===== config.mk =====
export PLATFORM = sky130hd
export DESIGN_NAME = utf16_to_utf8_encoder_top
export DESIGN_NICKNAME = d
export VERILOG_FILES = /design/src/rtl/u16u8_pkg.sv /design/src/rtl/u16u8_front.sv /design/src/rtl/u16u8_queue.sv /design/src/rtl/u16u8_back.sv /design/src/rtl/utf16_to_utf8_encoder_top.sv
export SDC_FILE = /design/constraint.sdc
export NUM_CORES = 1
export LEC_CHECK = 0
export BUFFER_PORTS_ARGS = -buffer_cell sky130_fd_sc_hd__buf_2
export CORE_ASPECT_RATIO = 1.4
export CORE_UTILIZATION = 60
export CTS_CLUSTER_SIZE = 16
export DETAILED_ROUTE_END_ITERATION = 12
export GPL_ROUTABILITY_DRIVEN = 0
export HOLD_SLACK_MARGIN = 0.05
export PLACE_DENSITY = 0.77
export SYNTH_ARGS = -nofsm -noshare
export SYNTH_HDL_FRONTEND = slang
export SYNTH_SLANG_ARGS = --single-unit

===== constraint.sdc =====
create_clock -name i_clk -period 3.9 [get_ports i_clk]
set_input_delay 0.39 -clock i_clk [delete_from_list [all_inputs] [get_ports i_clk]]
set_output_delay 0.39 -clock i_clk [all_outputs]
set_load 0.02 [all_outputs]

===== src/rtl/u16u8_pkg.sv =====
// shared types and constants for the utf-16 to utf-8 encoder
package u16u8_pkg;

    localparam int unsigned UNIT_W  = 16;
    localparam int unsigned BYTE_W  = 8;
    localparam int unsigned RUN_MAX = 4;
    localparam int unsigned IDX_W   = $clog2(RUN_MAX);
    localparam int unsigned CP_W    = 21;
    localparam int unsigned SUR_W   = 10;

    // queue depth, power of two
    localparam int unsigned Q_DEPTH = 2;
    localparam int unsigned Q_AW    = $clog2(Q_DEPTH);

    localparam logic [CP_W-1:0]   CP_ONE_MAX   = 21'h00007F;
    localparam logic [CP_W-1:0]   CP_TWO_MAX   = 21'h0007FF;
    localparam logic [CP_W-1:0]   CP_THREE_MAX = 21'h00FFFF;
    localparam logic [CP_W-1:0]   CP_SUPP_BASE = 21'h010000;
    localparam logic [UNIT_W-1:0] SUR_LO       = 16'hD800;
    localparam logic [UNIT_W-1:0] SUR_HI       = 16'hDFFF;

    localparam logic [BYTE_W-1:0] LEAD_TWO   = 8'hC0;
    localparam logic [BYTE_W-1:0] LEAD_THREE = 8'hE0;
    localparam logic [BYTE_W-1:0] LEAD_FOUR  = 8'hF0;
    localparam logic [BYTE_W-1:0] CONT_MARK  = 8'h80;

    localparam logic [IDX_W-1:0] IDX_ONE   = 2'd0;
    localparam logic [IDX_W-1:0] IDX_TWO   = 2'd1;
    localparam logic [IDX_W-1:0] IDX_THREE = 2'd2;
    localparam logic [IDX_W-1:0] IDX_FOUR  = 2'd3;

    typedef struct packed {
        logic [RUN_MAX-1:0][BYTE_W-1:0] bytes;
        logic [IDX_W-1:0]               last_idx;
        logic                           string_end;
    } t_run;

endpackage


===== src/rtl/u16u8_front.sv =====
// front end: classifies code units, pairs surrogates and builds byte runs
module u16u8_front import u16u8_pkg::*; (
    input  logic              i_clk,
    input  logic              i_rst_n,
    input  logic              i_accept,
    input  logic [UNIT_W-1:0] i_unit,
    output logic              o_run_push,
    output t_run              o_run
);

    logic             r_pending;
    logic [SUR_W-1:0] r_held;
    logic             n_pending;
    logic [SUR_W-1:0] n_held;
    logic [CP_W-1:0]  cp;
    logic             is_zero;
    logic             is_sur;

    assign is_zero = (i_unit == '0);
    assign is_sur  = (i_unit >= SUR_LO) && (i_unit <= SUR_HI);

    always_comb begin
        if (r_pending) begin
            cp = {1'b0, r_held, i_unit[SUR_W-1:0]} + CP_SUPP_BASE;
        end else begin
            cp = {{(CP_W-UNIT_W){1'b0}}, i_unit};
        end
    end

    always_comb begin
        o_run = '0;
        if (is_zero) begin
            o_run.string_end = 1'b1;
            o_run.last_idx   = IDX_ONE;
        end else if (cp <= CP_ONE_MAX) begin
            o_run.bytes[0] = cp[BYTE_W-1:0];
            o_run.last_idx = IDX_ONE;
        end else if (cp <= CP_TWO_MAX) begin
            o_run.bytes[0] = LEAD_TWO  | {3'b000, cp[10:6]};
            o_run.bytes[1] = CONT_MARK | {2'b00, cp[5:0]};
            o_run.last_idx = IDX_TWO;
        end else if (cp <= CP_THREE_MAX) begin
            o_run.bytes[0] = LEAD_THREE | {4'b0000, cp[15:12]};
            o_run.bytes[1] = CONT_MARK  | {2'b00, cp[11:6]};
            o_run.bytes[2] = CONT_MARK  | {2'b00, cp[5:0]};
            o_run.last_idx = IDX_THREE;
        end else begin
            o_run.bytes[0] = LEAD_FOUR | {5'b00000, cp[20:18]};
            o_run.bytes[1] = CONT_MARK | {2'b00, cp[17:12]};
            o_run.bytes[2] = CONT_MARK | {2'b00, cp[11:6]};
            o_run.bytes[3] = CONT_MARK | {2'b00, cp[5:0]};
            o_run.last_idx = IDX_FOUR;
        end
    end

    // a lone surrogate is held and produces no run
    assign o_run_push = i_accept && (is_zero || r_pending || !is_sur);

    always_comb begin
        n_pending = r_pending;
        n_held    = r_held;
        if (i_accept) begin
            if (is_zero || r_pending) begin
                n_pending = 1'b0;
                n_held    = '0;
            end else if (is_sur) begin
                n_pending = 1'b1;
                n_held    = i_unit[SUR_W-1:0];
            end
        end
    end

    always_ff @(posedge i_clk) begin
        if (!i_rst_n) begin
            r_pending <= 1'b0;
            r_held    <= '0;
        end else begin
            r_pending <= n_pending;
            r_held    <= n_held;
        end
    end

endmodule


===== src/rtl/u16u8_queue.sv =====
// short queue of byte runs between front and back
module u16u8_queue import u16u8_pkg::*; (
    input  logic i_clk,
    input  logic i_rst_n,
    input  logic i_push,
    input  t_run i_data,
    output logic o_full,
    input  logic i_pop,
    output logic o_empty,
    output t_run o_head
);

    t_run            r_mem [Q_DEPTH];
    logic [Q_AW-1:0] r_wptr;
    logic [Q_AW-1:0] r_rptr;
    logic [Q_AW:0]   r_count;
    logic [Q_AW-1:0] n_wptr;
    logic [Q_AW-1:0] n_rptr;
    logic [Q_AW:0]   n_count;
    logic            do_push;
    logic            do_pop;

    assign o_full  = (r_count == (Q_AW+1)'(Q_DEPTH));
    assign o_empty = (r_count == '0);
    assign o_head  = r_mem[r_rptr];
    assign do_push = i_push && !o_full;
    assign do_pop  = i_pop && !o_empty;

    always_comb begin
        n_wptr  = do_push ? r_wptr + 1'b1 : r_wptr;
        n_rptr  = do_pop  ? r_rptr + 1'b1 : r_rptr;
        n_count = r_count;
        if (do_push && !do_pop) begin
            n_count = r_count + 1'b1;
        end else if (do_pop && !do_push) begin
            n_count = r_count - 1'b1;
        end
    end

    always_ff @(posedge i_clk) begin
        if (do_push) begin
            r_mem[r_wptr] <= i_data;
        end
    end

    always_ff @(posedge i_clk) begin
        if (!i_rst_n) begin
            r_wptr  <= '0;
            r_rptr  <= '0;
            r_count <= '0;
        end else begin
            r_wptr  <= n_wptr;
            r_rptr  <= n_rptr;
            r_count <= n_count;
        end
    end

    a_count_bound: assert property (@(posedge i_clk) disable iff (!i_rst_n)
        r_count <= (Q_AW+1)'(Q_DEPTH))
        else $error("queue count above depth");

    a_no_push_full: assert property (@(posedge i_clk) disable iff (!i_rst_n)
        o_full |-> !i_push)
        else $error("run pushed into full queue");

endmodule


===== src/rtl/u16u8_back.sv =====
// back end: sends queued runs out one byte per cycle while pop is asserted, through an output register
module u16u8_back import u16u8_pkg::*; (
    input  logic              i_clk,
    input  logic              i_rst_n,
    input  logic              i_q_empty,
    input  t_run              i_q_head,
    output logic              o_q_pop,
    input  logic              i_pop,
    output logic              o_empty,
    output logic [BYTE_W-1:0] o_byte,
    output logic              o_last,
    output logic              o_end
);

    logic              r_valid;
    logic [BYTE_W-1:0] r_byte;
    logic              r_last;
    logic              r_end;
    logic [IDX_W-1:0]  r_idx;
    logic              n_valid;
    logic [IDX_W-1:0]  n_idx;
    logic              load;
    logic              at_last;

    assign load    = !i_q_empty && (!r_valid || i_pop);
    assign at_last = (r_idx == i_q_head.last_idx);
    assign o_q_pop = load && at_last;

    always_comb begin
        n_valid = r_valid;
        n_idx   = r_idx;
        if (load) begin
            n_valid = 1'b1;
            n_idx   = at_last ? '0 : r_idx + 1'b1;
        end else if (i_pop) begin
            n_valid = 1'b0;
        end
    end

    always_ff @(posedge i_clk) begin
        if (load) begin
            r_byte <= i_q_head.bytes[r_idx];
            r_last <= at_last;
            r_end  <= i_q_head.string_end;
        end
    end

    always_ff @(posedge i_clk) begin
        if (!i_rst_n) begin
            r_valid <= 1'b0;
            r_idx   <= '0;
        end else begin
            r_valid <= n_valid;
            r_idx   <= n_idx;
        end
    end

    assign o_empty = !r_valid;
    assign o_byte  = r_byte;
    assign o_last  = r_last;
    assign o_end   = r_end;

    a_idx_in_run: assert property (@(posedge i_clk) disable iff (!i_rst_n)
        !i_q_empty |-> r_idx <= i_q_head.last_idx)
        else $error("byte index past end of run");

    a_end_is_zero: assert property (@(posedge i_clk) disable iff (!i_rst_n)
        (r_valid && r_end) |-> (r_byte == '0 && r_last))
        else $error("end of string byte malformed");

endmodule


===== src/rtl/utf16_to_utf8_encoder_top.sv =====
// top level of the utf-16 to utf-8 encoder
// Takes one UTF-16 code unit per transaction on the push side and returns its UTF-8 bytes, one
// byte per pop transaction, with o_run_last on the final byte of each run and o_string_end on
// the 0x00 byte that a zero unit produces. A surrogate unit produces no bytes; the unit after
// it is combined with it into a four-byte run unless it is a zero unit. The input side takes a
// unit in the cycle it is offered while the two-entry run queue has room; the output register
// sends one byte per cycle while pop is asserted and bytes are queued, and that byte rate sets
// the sustained throughput. The bytes of a run pass through the run queue and then the output
// register.
module utf16_to_utf8_encoder_top import u16u8_pkg::*; (
    input  logic              i_clk,
    input  logic              i_rst_n,
    input  logic              push,
    output logic              full,
    input  logic [UNIT_W-1:0] i_code_unit,
    output logic              empty,
    input  logic              pop,
    output logic [BYTE_W-1:0] o_out_byte,
    output logic              o_run_last,
    output logic              o_string_end
);

    logic q_full;
    logic q_empty;
    logic q_pop;
    logic run_push;
    t_run run_in;
    t_run run_head;

    u16u8_front u_front (
        .i_clk      (i_clk),
        .i_rst_n    (i_rst_n),
        .i_accept   (push && !q_full),
        .i_unit     (i_code_unit),
        .o_run_push (run_push),
        .o_run      (run_in)
    );

    u16u8_queue u_queue (
        .i_clk   (i_clk),
        .i_rst_n (i_rst_n),
        .i_push  (run_push),
        .i_data  (run_in),
        .o_full  (q_full),
        .i_pop   (q_pop),
        .o_empty (q_empty),
        .o_head  (run_head)
    );

    u16u8_back u_back (
        .i_clk     (i_clk),
        .i_rst_n   (i_rst_n),
        .i_q_empty (q_empty),
        .i_q_head  (run_head),
        .o_q_pop   (q_pop),
        .i_pop     (pop),
        .o_empty   (empty),
        .o_byte    (o_out_byte),
        .o_last    (o_run_last),
        .o_end     (o_string_end)
    );

    assign full = q_full;

endmodule


# ---- Word level (Yosys, flattened, before mapping)
# Memories as Yosys holds them, arrays and structs flattened. A register that Yosys moved wholly into a read port is not among the register bits.
# Index checks and enable logic that the tools add are counted.
dict set report word_totals {
  ff_bits 28
  memories 1
  word_cells 74
  ramBits 70
}
# name depth word_bits read_ports rd_ports_with_merged_regs write_ports line_no
set memory_table {}
lappend memory_table {u_queue.r_mem 2 35 1 1 1 u16u8_queue.sv:13} ;# t_run r_mem [Q_DEPTH];
dict set report classes {
  muxes 25
  n_reduce_logical 24
  eq_ne 2
  n_addsub 6
  magnitude_cmp 6
}
# op count
set op_table {}
lappend op_table {{2-to-1 mux 24 bit} 2}
lappend op_table {{2-to-1 mux 32 bit} 1}
lappend op_table {{2-to-1 mux 10 bit} 3}
lappend op_table {{adder 20 x 17 -> 21 bit, second input constant} 1}
lappend op_table {{<= comparator 21 x 11 -> 1 bit, second input constant} 1}
lappend op_table {{<= comparator 21 x 16 -> 1 bit, second input constant} 1}
lappend op_table {{<= comparator 21 x 7 -> 1 bit, second input constant} 1}
lappend op_table {{2-to-1 mux 21 bit} 1}
lappend op_table {{2-to-1 mux 18 bit} 1}
lappend op_table {{binary-select mux 8 bit (select 2 bit)} 1}
lappend op_table {{>= comparator 16 bit, second input constant} 1}
lappend op_table {{<= comparator 16 bit, second input constant} 1}
lappend op_table {{zero test 16 bit} 1}
lappend op_table {{2-to-1 mux 16 bit} 1}
lappend op_table {{2-to-1 mux 8 bit} 2}
lappend op_table {{logical AND 1 bit} 9}
lappend op_table {{2-to-1 mux 1 bit} 9}
lappend op_table {{2-to-1 mux 2 bit} 4}
lappend op_table {{zero test 1 bit} 6}
lappend op_table {{nonzero test 2 bit} 3}
lappend op_table {{adder 2 x 1 -> 2 bit, second input constant} 2}
lappend op_table {{logical OR 1 bit} 3}
lappend op_table {{< comparator 2 x 3 -> 1 bit, second input constant} 1}
lappend op_table {{adder 1 bit, second input constant} 2}
lappend op_table {{5 further kinds} 5}

# ---- Depth between registers and ports, before layout
dict set report depth {
  ltp_word 10
  ltp_mapped 8
  ltp_nobuf 8
}

# ---- Hierarchy
# Synthesis repeated with hierarchy kept, for this count alone.
dict set report unflattened {
  cells_unflattened 330
  area_unflattened_um2 4616.9
}
# mod seq_area_each_um2 cells_per_inst area_per_inst_um2 instances
set modules_own_cells {}
lappend modules_own_cells {u16u8_queue 2202.1 134 2757.6 1}
lappend modules_own_cells {u16u8_front 220.2 152 1153.6 1}
lappend modules_own_cells {u16u8_back 360.3 43 691.9 1}
lappend modules_own_cells {utf16_to_utf8_encoder_top 0.0 1 13.8 1}

# ---- Worst setup path before layout
# OpenSTA, ideal clock, no wires.
dict set report synth_timing {
  path_type {register -> register}
  start {reg u_front.r_pending}
  end {mem u_queue.r_mem[0][0] (netlist name) (enable)}
  slack_ns 1.161
  required_time_ns 3.481
  n_path_buf 2
  setup_time_ns 0.419
  path_stages_with_launch 5
  t_arrival_ns 2.319
  cell_sequence {dfxtp_1 buf_6 clkbuf_1 o21ai_0 nor2_1}
}
dict set report synth_between {
  elab_chain_len 6
}
# item line_no
set synth_rtl {}
lappend synth_rtl {{start, declared} u16u8_front.sv:11} ;# logic r_pending;
lappend synth_rtl {{start signal, assigned} u16u8_front.sv:78} ;# r_pending <= n_pending;
lappend synth_rtl {{logical OR 1 bit (2 in a row)} u16u8_front.sv:57} ;# assign o_run_push = i_accept && (is_zero || r_pending || !is_sur);
lappend synth_rtl {{logical AND 1 bit} u16u8_front.sv:57}
lappend synth_rtl {{logical AND 1 bit} u16u8_queue.sv:26} ;# assign do_push = i_push && !o_full;
lappend synth_rtl {{2-to-1 mux 1 bit} u16u8_queue.sv:41} ;# if (do_push) begin
lappend synth_rtl {{2-to-1 mux 1 bit (not written as such)} u16u8_queue.sv:42} ;# r_mem[r_wptr] <= i_data;
lappend synth_rtl {{end, declared} u16u8_queue.sv:13}
# Every way passes these cells.

==> flow_metrics.py <==
metrics = {
    "sta": {
        "timing.final.crit_share_pct": 64.47,
        "fmax_mhz": 397.7,
        "setup_ws_ns": 1.386,
        "setup_violations": 0,
        "finalSetupTns_ns": 0,
        "hold_slack_ns": 0.3535,
        "hold_viol": 0,
        "skew_ns": 0.006577,
        "tightest_slew_ns": 0.9398,
        "final.min_clock_period_ns": 2.514,
        "rsz0062_at_grt": "no",
        "slew_violations": 0,
        "maxSlewHeadroom_pct": 36.83,
    },
    "die": {
        "start_util_pct": 62.88,
        "die_h_um": 101.1,
        "io_pins": 32,
        "core-area_mm2": 0.006700,
        "die-width_um": 72.82,
        "rows": 35,
        "die_area_mm2": 0.007365,
    },
    "worst_setup_path": {
        "cp.arrival_ns": 2.60,
        "worstSetupPathType": "reg2reg",
        "start_kind": "register",
        "cp_top_family": "simple AND/OR/NAND/NOR gates",
        "critPathBufInv": 1,
        "endpoint_kind": "register",
        "cp_cell_sequence": "buf_4 > nor4b_2 > o2111ai_2 > a21boi_2 > or2_2 > nand2b_1",
        "crit_path_top_delay_cell": "dfxtp_1",
        "cpPeakStageDelay_ns": 0.59,
        "path_max_fanout": 15,
        "worstPathRequired_ns": 3.98,
    },
    "yosys": {
        "synth_area_leaders": "edfxtp_1 51%, dfxtp_1 9.0%, mux4_2 6.9%",
        "yosys_most_used_dff": "edfxtp_1",
        "ys_warn_count": 0,
        "yosysTopAreaCellShare_pct": 51.32,
        "syn-num-nets": 337,
        "synth_seq_cells": 91,
        "synth_edf_count": 72,
        "yosysSeqAreaShare_pct": 60.35,
        "netlist_area_mm2": 0.004213,
        "synth_top_area_cell": "edfxtp_1",
        "syn_avg_cell_area_um2": 13.37,
        "async_flop_share_pct": 0,
        "synth_cell_types": 57,
        "synth_cells": 315,
    },
    "detailed_routing": {
        "viasPerCell": 6.056,
        "wl_mm": 8.107,
        "vias": 2695,
        "dr.first_iter.drc_count": 144,
        "detail_route.wl_per_cell_um": 18.22,
        "dr.pass1.iters": 5,
        "drtAntennaViolNets": 0,
        "drc_errors": 0,
    },
    "final_layout": {
        "drive_above_1_share_pct": 24.93,
        "nets": 370,
        "antennaDiodeCount": 0,
        "area_growth_pct": 10.48,
    },
    "clock_network": {
        "cts_tree": "built",
        "hold_buffers": 0,
        "cts_buffers": 9,
        "post-cts-setup-buffer-count": 0,
        "htree_levels": 3,
        "clk_pin_slew_worst_paths_ns": 0.08,
        "ctsResizeCount": 0,
        "cts-root-buf": "clkbuf_8",
        "clock_latency_ns": 0.35,
        "ctsLongestPathBuffers": 2,
        "clock_sinks": 91,
    },
    "pwr": {
        "peakVddDrop_mv": 0.4449,
        "powerDensity_mw_per_mm2": 574.4,
        "p_leak_nw": 1.627,
        "power_mw": 2.674,
    },
    "placed_design": {
        "dpl.hpwl_mm": 5.657,
        "io_buffers": 31,
        "place_ws_ns": 1.421,
    },
    "grt": {
        "first_global_vias": 2645,
        "grt_max_degree": 32,
        "grt-ovfl-total": 0,
        "grt_pass1_wl_mm": 13.21,
        "grt_use_total_pct": 24.48,
        "grt_antenna_before_repair": 0,
    },
    "flow_run": {
        "cap_violations": 0,
    },
    "status": {
        "status": "finished clean",
    },
    "min_path": {
        "hold_path.class": "in2reg",
    },
}
[worst paths after layout]
check,from,to,slack [ns],cells past startpoint
worst min register to register,u_queue.r_rptr,u_queue.r_rptr,0.52,2
worst min-delay path,i_code_unit[2],u_front.r_held[2],0.35,2
worst max-delay path,u_front.r_pending,u_queue.r_mem[1][9],1.39,6
worst max register to register,u_front.r_pending,u_queue.r_mem[1][9],1.39,6
[cell usage in the layout (no fill, tap or decap), drive strengths merged, types with 9 or more instances in the layout]
cell,count
nand2,26
mux2,9
mux4,13
a32o,10
buf,36
a21oi,14
dfxtp,19
o21ai,14
and2,12
inv,11
edfxtp,72
nor2,22
clkbuf,12
[cells by family (layout without fill, tap and decap cells)]
family / after synthesis / after routing / synth area share [%]
fa+ha+maj: 2 / 2 / 0.5939
xor+xnor: 7 / 7 / 1.455
flops: 91 / 91 / 60.35
mux: 30 / 30 / 11.35
compound gates: 60 / 60 / 10.45
simple gates: 99 / 99 / 12.77
buf+inv: 26 / 64 / 3.029
[synth_stat cells (3+ instances only)]
cell type / instances
dfxtp_1: 19
a32o_1: 10
a211oi_1: 4
xor2_1: 5
a21oi_1: 14
mux4_2: 13
nand3_1: 4
nand2b_1: 6
mux2_2: 8
a21o_1: 3
nor2b_1: 4
edfxtp_1: 72
clkbuf_1: 6
nor3_1: 4
buf_2: 3
nand2_1: 26
and2_1: 11
nor2_1: 21
inv_1: 11
buf_6: 3
and3_1: 4
or2_2: 3
o21ai_0: 13
mux2i_1: 8
[worst reg2reg max path, delay by kind of cell (launching register included)]
kind / cells / cell delay [ns]
and+or+nand+nor: 3 / 0.83
buffers and inverters: 1 / 0.29
AOI/OAI and AO/OA: 2 / 0.54
DFF: 1 / 0.59
[registers in the layout, indices dropped and copies added, names as in the netlist, named ones only]
| signal | count |
|---|---|
| u_queue.r_mem | 62 |
| u_front.r_held | 10 |
| u_back.o_byte | 8 |
| u_back.r_idx | 2 |
| u_queue.r_count | 2 |
| u_back.o_end | 1 |
| u_back.o_last | 1 |
| u_back.r_valid | 1 |
| u_front.r_pending | 1 |
| u_queue.r_rptr | 1 |
| u_queue.r_wptr | 1 |
[layout make-up]
| type | instances | area, µm² |
|---|---|---|
| Timing Repair Buffer | 36 | 192.7 |
| Tap cell | 92 | 115.1 |
| Clock buffer | 12 | 135.1 |
| Fill cell | 501 | 2046 |
| Multi-Input combinational cell | 198 | 1548 |
| Inverter | 12 | 45.04 |
| Clock inverter | 4 | 76.32 |
| Sequential cell | 91 | 2542 |
[where the power goes]
group / switching [mW] / internal, mW / leakage (nW)
logic: 0.375 / 0.266 / 0.722
registers: 0.0752 / 1.28 / 0.804
clock network: 0.313 / 0.363 / 0.101
total: 0.763 / 1.91 / 1.63
[routing by layer]
| layer | track usage, % | up-vias | wire length (µm) |
|---|---|---|---|
| met1 | 31.36 | 1308 | 3349 |
| met2 | 40.98 | 103 | 4105 |
| met5 | 0 | - | 0 |
| met4 | 10.86 | 0 | 251 |
| li1 | - | 1261 | - |
| met3 | 4.179 | 23 | 400 |
[metrics by stage]
step | cell area [µm²] | std cells | utilization, %
final | 4654 | 445 | 69.47
after global routing | 4654 | 445 | 69.47
after CTS | 4654 | 445 | 69.47
after detailed placement | 4443 | 429 | 66.31
after global placement | 4443 | 429 | 66.31
after floorplan | 4213 | 315 | -
No activity file was read; power rests on OpenSTA's default activity.
